==> src/sv/kgsr_pkg.sv <==
// Shared types and constants for the k-group stream reverser.
`timescale 1ns / 1ps

package kgsr_pkg;

  // Width of the group size register
  localparam int unsigned GS_W = 5;

  // Reset value of the group size register
  localparam logic [GS_W-1:0] GS_RESET = GS_W'(2);

  // Per-cell shift command
  typedef enum logic [1:0] {
    CELL_HOLD,
    CELL_DOWN,
    CELL_UP
  } cell_op_t;

  // Controller states
  typedef enum logic [1:0] {
    ST_FILL,
    ST_REV,
    ST_FWD
  } state_t;

endpackage

==> src/sv/k_group_stream_reverser.sv <==
// Top level: collects values in a chain of cells and sends each group back out.
// The transfer that closes a group enters a drain state, which loads the first result into out_*.
// Each group is taken in while in_ready is high, then drained while in_ready is low; the drain
//   rate is one result per cycle while the receiver keeps out_ready high, set by the single output register.
// Reset (rst_n, synchronous, active low) clears the fill count, state and output valid, and
//   sets the group size to 2; cell contents are undefined until written.
`timescale 1ns / 1ps

module k_group_stream_reverser
  import kgsr_pkg::*;
#(
  parameter int unsigned MAX_GROUP   = 16,
  parameter int unsigned VALUE_WIDTH = 32
) (
  input  logic                          clk,
  input  logic                          rst_n,
  // configuration write
  input  logic                          cfg_valid,
  output logic                          cfg_ready,
  input  logic [GS_W-1:0]               cfg_group_size,
  // input items
  input  logic                          in_valid,
  output logic                          in_ready,
  input  logic signed [VALUE_WIDTH-1:0] in_value,
  input  logic                          in_end_of_sequence,
  // result items
  output logic                          out_valid,
  input  logic                          out_ready,
  output logic signed [VALUE_WIDTH-1:0] out_value_out,
  output logic                          out_last_out
);

  localparam int unsigned CNT_W = $clog2(MAX_GROUP + 1);
  localparam int unsigned IDX_W = $clog2(MAX_GROUP);
  localparam int unsigned CMP_W = (CNT_W > GS_W) ? CNT_W : GS_W;

  // Registers
  logic [GS_W-1:0]        gs_r;
  state_t                 state_r, state_nxt;
  logic [CNT_W-1:0]       cnt_r, cnt_nxt;
  logic [CNT_W-1:0]       rem_r, rem_nxt;
  logic                   last_r, last_nxt;
  logic                   out_valid_r, out_valid_nxt;
  logic [VALUE_WIDTH-1:0] out_value_r, out_value_nxt;
  logic                   out_last_r, out_last_nxt;

  // Cell chain
  logic [VALUE_WIDTH-1:0] cell_q [MAX_GROUP];
  cell_op_t               cell_op;

  logic                   in_xfer;
  logic                   slot_free;
  logic [CMP_W-1:0]       gs_ext, k_eff, c_ext;
  logic [CNT_W-1:0]       rem_m1;
  logic [IDX_W-1:0]       tail_idx;

  // Configuration register
  assign cfg_ready = 1'b1;

  always_ff @(posedge clk) begin
    if (!rst_n) begin
      gs_r <= GS_RESET;
    end else if (cfg_valid && cfg_ready) begin
      gs_r <= cfg_group_size;
    end
  end

  // Effective group size: zero acts as one, large values saturate
  always_comb begin
    gs_ext = CMP_W'(gs_r);
    if (gs_ext == '0) begin
      k_eff = CMP_W'(1);
    end else if (gs_ext > CMP_W'(MAX_GROUP)) begin
      k_eff = CMP_W'(MAX_GROUP);
    end else begin
      k_eff = gs_ext;
    end
  end

  assign c_ext    = CMP_W'(cnt_r) + CMP_W'(1);
  assign rem_m1   = rem_r - CNT_W'(1);
  assign tail_idx = rem_m1[IDX_W-1:0];

  assign in_ready  = (state_r == ST_FILL);
  assign in_xfer   = in_valid && in_ready;
  assign slot_free = !out_valid_r || out_ready;

  // Build the chain: shift down on fill, up on reversed drain
  for (genvar i = 0; i < MAX_GROUP; i++) begin : g_cell
    logic [VALUE_WIDTH-1:0] down_src, up_src;
    if (i == 0) begin : g_head
      assign down_src = in_value;
    end else begin : g_body
      assign down_src = cell_q[i-1];
    end
    if (i == MAX_GROUP - 1) begin : g_tail
      assign up_src = cell_q[i];
    end else begin : g_mid
      assign up_src = cell_q[i+1];
    end
    kgsr_cell #(
      .VALUE_WIDTH(VALUE_WIDTH)
    ) u_cell (
      .clk    (clk),
      .op     (cell_op),
      .down_in(down_src),
      .up_in  (up_src),
      .q      (cell_q[i])
    );
  end

  // State and control registers
  always_ff @(posedge clk) begin
    if (!rst_n) begin
      state_r     <= ST_FILL;
      cnt_r       <= '0;
      rem_r       <= '0;
      last_r      <= 1'b0;
      out_valid_r <= 1'b0;
    end else begin
      state_r     <= state_nxt;
      cnt_r       <= cnt_nxt;
      rem_r       <= rem_nxt;
      last_r      <= last_nxt;
      out_valid_r <= out_valid_nxt;
    end
  end

  // Output payload
  always_ff @(posedge clk) begin
    out_value_r <= out_value_nxt;
    out_last_r  <= out_last_nxt;
  end

  // Next state, cell commands and output loading
  always_comb begin
    state_nxt     = state_r;
    cnt_nxt       = cnt_r;
    rem_nxt       = rem_r;
    last_nxt      = last_r;
    cell_op       = CELL_HOLD;
    out_valid_nxt = out_valid_r && !out_ready;
    out_value_nxt = out_value_r;
    out_last_nxt  = out_last_r;
    unique case (state_r)
      ST_FILL: begin
        if (in_xfer) begin
          cell_op  = CELL_DOWN;
          last_nxt = in_end_of_sequence;
          if (c_ext >= k_eff) begin
            state_nxt = ST_REV;
            rem_nxt   = CNT_W'(c_ext);
            cnt_nxt   = '0;
          end else if (in_end_of_sequence) begin
            state_nxt = ST_FWD;
            rem_nxt   = CNT_W'(c_ext);
            cnt_nxt   = '0;
          end else begin
            cnt_nxt = CNT_W'(c_ext);
          end
        end
      end
      ST_REV: begin
        // Newest sits in cell 0; advance the chain toward it
        if (slot_free) begin
          cell_op       = CELL_UP;
          out_valid_nxt = 1'b1;
          out_value_nxt = cell_q[0];
          out_last_nxt  = last_r && (rem_r == CNT_W'(1));
          rem_nxt       = rem_m1;
          if (rem_r == CNT_W'(1)) begin
            state_nxt = ST_FILL;
          end
        end
      end
      ST_FWD: begin
        // Oldest sits deepest; walk back toward cell 0
        if (slot_free) begin
          out_valid_nxt = 1'b1;
          out_value_nxt = cell_q[tail_idx];
          out_last_nxt  = last_r && (rem_r == CNT_W'(1));
          rem_nxt       = rem_m1;
          if (rem_r == CNT_W'(1)) begin
            state_nxt = ST_FILL;
          end
        end
      end
      default: begin
        state_nxt = ST_FILL;
      end
    endcase
  end

  assign out_valid     = out_valid_r;
  assign out_value_out = out_value_r;
  assign out_last_out  = out_last_r;

  // Checks
  a_cnt_bound: assert property (@(posedge clk) disable iff (!rst_n)
    cnt_r < CNT_W'(MAX_GROUP))
    else $error("fill count reached group capacity");

  a_drain_nonzero: assert property (@(posedge clk) disable iff (!rst_n)
    (state_r != ST_FILL) |-> (rem_r != '0))
    else $error("draining with nothing left");

  a_fill_no_emit: assert property (@(posedge clk) disable iff (!rst_n)
    (state_r == ST_FILL && out_valid_r && out_ready) |=> !out_valid_r)
    else $error("result produced while filling");

  a_drain_blocks_input: assert property (@(posedge clk) disable iff (!rst_n)
    (in_valid && in_ready && (c_ext >= k_eff)) |=> !in_ready)
    else $error("input taken during group drain");

endmodule

==> src/sv/kgsr_cell.sv <==
// One storage cell of the bidirectional shift chain.
`timescale 1ns / 1ps

module kgsr_cell
  import kgsr_pkg::*;
#(
  parameter int unsigned VALUE_WIDTH = 32
) (
  input  logic                   clk,
  input  cell_op_t               op,
  input  logic [VALUE_WIDTH-1:0] down_in,
  input  logic [VALUE_WIDTH-1:0] up_in,
  output logic [VALUE_WIDTH-1:0] q
);

  logic [VALUE_WIDTH-1:0] data_r;

  // Take the neighbor's value or hold
  always_ff @(posedge clk) begin
    case (op)
      CELL_DOWN: data_r <= down_in;
      CELL_UP:   data_r <= up_in;
      default:   data_r <= data_r;
    endcase
  end

  assign q = data_r;

endmodule

==> config.mk <==
export PLATFORM = sky130hd
export DESIGN_NAME = k_group_stream_reverser
export DESIGN_NICKNAME = d
export VERILOG_FILES = /design/src/sv/kgsr_pkg.sv /design/src/sv/k_group_stream_reverser.sv /design/src/sv/kgsr_cell.sv
export SDC_FILE = /design/constraint.sdc
export NUM_CORES = 1
export LEC_CHECK = 0
export BUFFER_PORTS_ARGS = -buffer_cell sky130_fd_sc_hd__buf_2
export CAP_MARGIN = 20
export CORE_MARGIN = 8
export CORE_UTILIZATION = 25
export CTS_BUF_LIST = sky130_fd_sc_hd__clkbuf_4
export DETAILED_ROUTE_END_ITERATION = 7
export PLACE_DENSITY_LB_ADDON = 0.1
export SLEW_MARGIN = 10
export SYNTH_ARGS = -nofsm -noshare
export SYNTH_HDL_FRONTEND = slang
export SYNTH_SLANG_ARGS = --single-unit
==> constraint.sdc <==
create_clock -name clk -period 12.6 [get_ports clk]
set_input_delay 1.89 -clock clk [delete_from_list [all_inputs] [get_ports clk]]
set_output_delay 1.89 -clock clk [all_outputs]
set_load 0.02 [all_outputs]
==> flow_summary.rst <==
.. list-table::
   :header-rows: 1

   * - Metric
     - Value
   * - Flops & latches, synth
     - 564
   * - Classification of the worst setup path
     - reg2reg
   * - Synth async-reset ratio
     - 0
   * - Start point of the worst hold path
     - g_cell[14].u_cell.q[5]
   * - Via total after detailed routing
     - 14800
   * - Worst relative slew slack
     - 0.231
   * - Min-Delay Path Depth
     - 0
   * - Setup clock skew after layout
     - 0.0603 ns
   * - FF-to-FF Start
     - rem_r[0]
   * - CP max stage cell
     - sky130_fd_sc_hd__buf_4
   * - Final Hold Violating Endpoints
     - 0
   * - Resized cells post-CTS
     - 0
   * - Endpoint class of the critical path
     - flip-flop
   * - Maximum capacitance violations
     - 0
   * - Worst slack at placement
     - 6.98 ns
   * - Worst-skew pair later-pin latency
     - 1.02 ns
   * - Synth cell types
     - 46
   * - Net Count, Synth
     - 1584
   * - Vias/cell
     - 4.57
   * - Design area
     - 31600 um^2
   * - Setup_tns
     - 0 ns
   * - Syn Inst Count
     - 1528
   * - Share of the cycle needed by the critical path after routing
     - 0.370
   * - Wire length of the first global-routing pass
     - 98600 um
   * - Sequential share of power
     - 0.454
   * - Clock tree from TritonCTS
     - built
   * - Commonest non-fill, non-tap cell in the layout
     - sky130_fd_sc_hd__edfxtp_1
   * - Clock share of power
     - 0.207
   * - Post-Place Cells
     - 2934
   * - Critical path fanouts, max
     - 37
   * - Root buffer selected by CTS
     - sky130_fd_sc_hd__clkbuf_4
   * - Post-Syn Area
     - 27500 um^2
   * - Post-Syn Area per Cell
     - 18.0 um^2
   * - Final setup violating endpoints
     - 0
   * - Number of global-route vias before repair
     - 16200
   * - Gp weighted congestion
     - 0.685
   * - Minimum clock period after layout
     - 4.66 ns
   * - Final-layout worst hold slack
     - 0.443 ns
   * - Warning count from the yosys run
     - 0
   * - Initial antenna violation count
     - 7
   * - Total congestion overflow after global routing
     - 0
   * - Highest clock frequency the design can meet
     - 0.215 GHz
   * - Proportion of layout cells with a drive suffix above 1
     - 0.539
   * - Leakage
     - 10.5 nW
   * - Initial detailed-routing violation count
     - 811
   * - Actual transition at the worst max-transition pin
     - 1.15 ns
   * - Outcome
     - complete, no violations
   * - Count of input and output buffers
     - 77
   * - Initial standard-cell utilization of the core
     - 0.252
   * - Terminus of the critical flop-to-flop path
     - out_value_out[15]
   * - Ordered cell list for the critical path
     - buf_4 -> buf_4 -> buf_4 -> mux4_2 -> mux2i_1 -> o221ai_1
   * - Area of the die
     - 121000 um^2
   * - Type of element launching the critical path
     - flip-flop
   * - Clock-pin slew reported for the worst setup and hold paths after clock tree synthesis
     - 0.06 ns
   * - Cell Area, Placed
     - 29400 um^2
   * - Path class of the lowest-slack min-delay path
     - reg2reg
   * - Worst reg2reg path depth
     - 6
   * - Switching Share
     - 0.333
   * - Commonest cells after routing, fill and taps aside
     - 545 x sky130_fd_sc_hd__edfxtp_1, 480 x sky130_fd_sc_hd__mux2_2, 246 x sky130_fd_sc_hd__clkbuf_4
   * - H-tree lvl count
     - 4
   * - Number of standard-cell rows in the floorplan
     - 121
   * - Proportion of synthesized chip area in sequential cells
     - 0.610
   * - Area added between synthesis and finish
     - 15.1%
   * - Required time of the critical path
     - 13.24 ns
   * - CTS Buffer Depth
     - 3
   * - Number of sinks on the clock net
     - 564
   * - Most frequent cell on the critical path
     - sky130_fd_sc_hd__buf_4
   * - Die Width
     - 347 um
   * - Post-layout worst setup margin
     - 7.94 ns
   * - Critical path data arrival time
     - 5.30 ns
   * - Critical path buffer and inverter count
     - 3
   * - Total detailed-routing wirelength
     - 62500 um
   * - HPWL after detailed placement
     - 33800 um
   * - Number of buffers created by CTS
     - 172
   * - Cell-internal power
     - 5.84 mW
   * - Fin util
     - 0.290
   * - Number of nets in the layout
     - 1750
   * - Global routing usage summed across all routing layers
     - 0.104
   * - Synth Flop Type
     - sky130_fd_sc_hd__edfxtp_1
   * - Routed length per placed instance
     - 19.3 um
   * - Slew Viols, Final
     - 0
   * - WHS Endpoint
     - g_cell[15].u_cell.q[5]
   * - Total power consumption of the routed design
     - 8.74 mW
   * - DRT Pass-1 Iters
     - 6
   * - CP delay by family, top
     - buffers and inverters
   * - Post-detailed-route count of antenna-violating nets
     - 0
   * - Floorplan Core Area
     - 109000 um^2
   * - Hold-fix buffer count after cts
     - 0
   * - R2R setup slack
     - 7.94 ns
   * - Slowest cell delay on critical path
     - 0.80 ns
   * - Die height
     - 347 um
   * - Part of the total power dissipated in combinational logic
     - 0.339
   * - P_sw
     - 2.91 mW
   * - DRC violation count after routing
     - 0
   * - Worst IR Drop VDD
     - 0.195 mV
   * - Largest net degree at the start of global routing
     - 184
   * - Total power per unit cell area
     - 277 nW/um^2
   * - IO Count
     - 79
   * - Setup repair after global routing missed its margin
     - false
   * - Setup bufs post-CTS
     - 0
   * - Non-filler cells in the finished layout
     - 3233
   * - Number of synthesized flops with an enable pin
     - 545
-- worst max-delay path by stage --
stage	cells after the start	start	slack (ns)	endpoint
6_report	6	rem_r[0]	7.94	out_value_out[15]
5_1_grt	6	rem_r[0]	7.39	out_value_out[15]
4_1_cts	6	rem_r[0]	7.64	out_value_out[15]
3_5_place_dp	8	out_ready	6.98	g_cell[7].u_cell.q[13]
3_3_place_gp	8	out_ready	6.98	g_cell[6].u_cell.q[6]
2_1_floorplan	5	out_ready	0.02	g_cell[0].u_cell.q[0]
-- metal layers --
layer / track usage / share of wire / vias to the layer above
met5: 0 / 0.00045 / -
met4: 0.0430 / 0.027 / 6
met3: 0.0301 / 0.049 / 163
met2: 0.162 / 0.47 / 295
met1: 0.134 / 0.45 / 7608
li1: - / - / 6710
-- cell families (layout without fill, tap and decap cells) --
group | after synthesis | count (layout) | synth area share
other | 1 | 6 | 0.000137
DFF | 564 | 564 | 0.610
and+or+nand+nor | 86 | 86 | 0.0170
buffers and inverters | 113 | 399 | 0.0176
AOI/OAI and AO/OA | 68 | 68 | 0.0201
adders and majority gates | 13 | 13 | 0.00592
xor gates and xnor gates | 5 | 5 | 0.00187
muxes | 678 | 678 | 0.327
-- synth_stat cells (all sizes together) (2+ instances only) --
| master | n | area (um^2) |
|---|---|---|
| a21o | 2 | 16.3 |
| a21oi | 12 | 60.1 |
| a22oi | 3 | 22.5 |
| a311oi | 3 | 26.3 |
| and2 | 2 | 12.5 |
| and3 | 3 | 18.8 |
| buf | 50 | 246 |
| clkbuf | 53 | 200 |
| dfxtp | 19 | 380 |
| edfxtp | 545 | 16400 |
| ha | 13 | 163 |
| inv | 10 | 37.5 |
| mux2 | 480 | 5410 |
| mux2i | 70 | 701 |
| mux4 | 128 | 2880 |
| nand2 | 14 | 52.6 |
| nand2b | 36 | 225 |
| nand3 | 3 | 15.0 |
| nand3b | 2 | 15.0 |
| nor2 | 15 | 56.3 |
| nor3 | 4 | 20.0 |
| nor4 | 2 | 12.5 |
| nor4b | 2 | 17.5 |
| o21a | 2 | 15.0 |
| o21ai | 3 | 15.0 |
| o221ai | 32 | 280 |
| o31a | 5 | 43.8 |
| xnor2 | 3 | 26.3 |
| xor2 | 2 | 25.0 |
-- sequential cells by signal, summed over array words and instances, names as in the netlist --
signal           count
g_cell.u_cell.q    512
cnt_r                5
last_r               1
out_last_out         1
out_value_out       32
out_valid            1
state_r              2
rem_r                5
gs_ext               5
-- power groups by stage --
stage / Combinational [mW] / Clock (mW) / Sequential, mW
CTS: 3.09 / 1.93 / 3.98
global route: 3.26 / 2.01 / 4.11
floorplan: 2.23 / 0 / 4.08
global placement: 3.04 / 0 / 4.00
detailed placement: 3.08 / 0 / 4.01
finish: 2.96 / 1.81 / 3.97
-- area by class of cell --
cell class                      count  area (um^2)
Antenna cell                        5         12.5
Clock buffer                      246         1850
Clock inverter                     48          322
Fill cell                       10800        77300
Inverter                           10         45.0
Multi-Input combinational cell    851        10300
Sequential cell                   564        16700
Tap cell                         1414         1770
Timing Repair Buffer               95          546
Note: power is estimated with default switching activity, not from simulation.
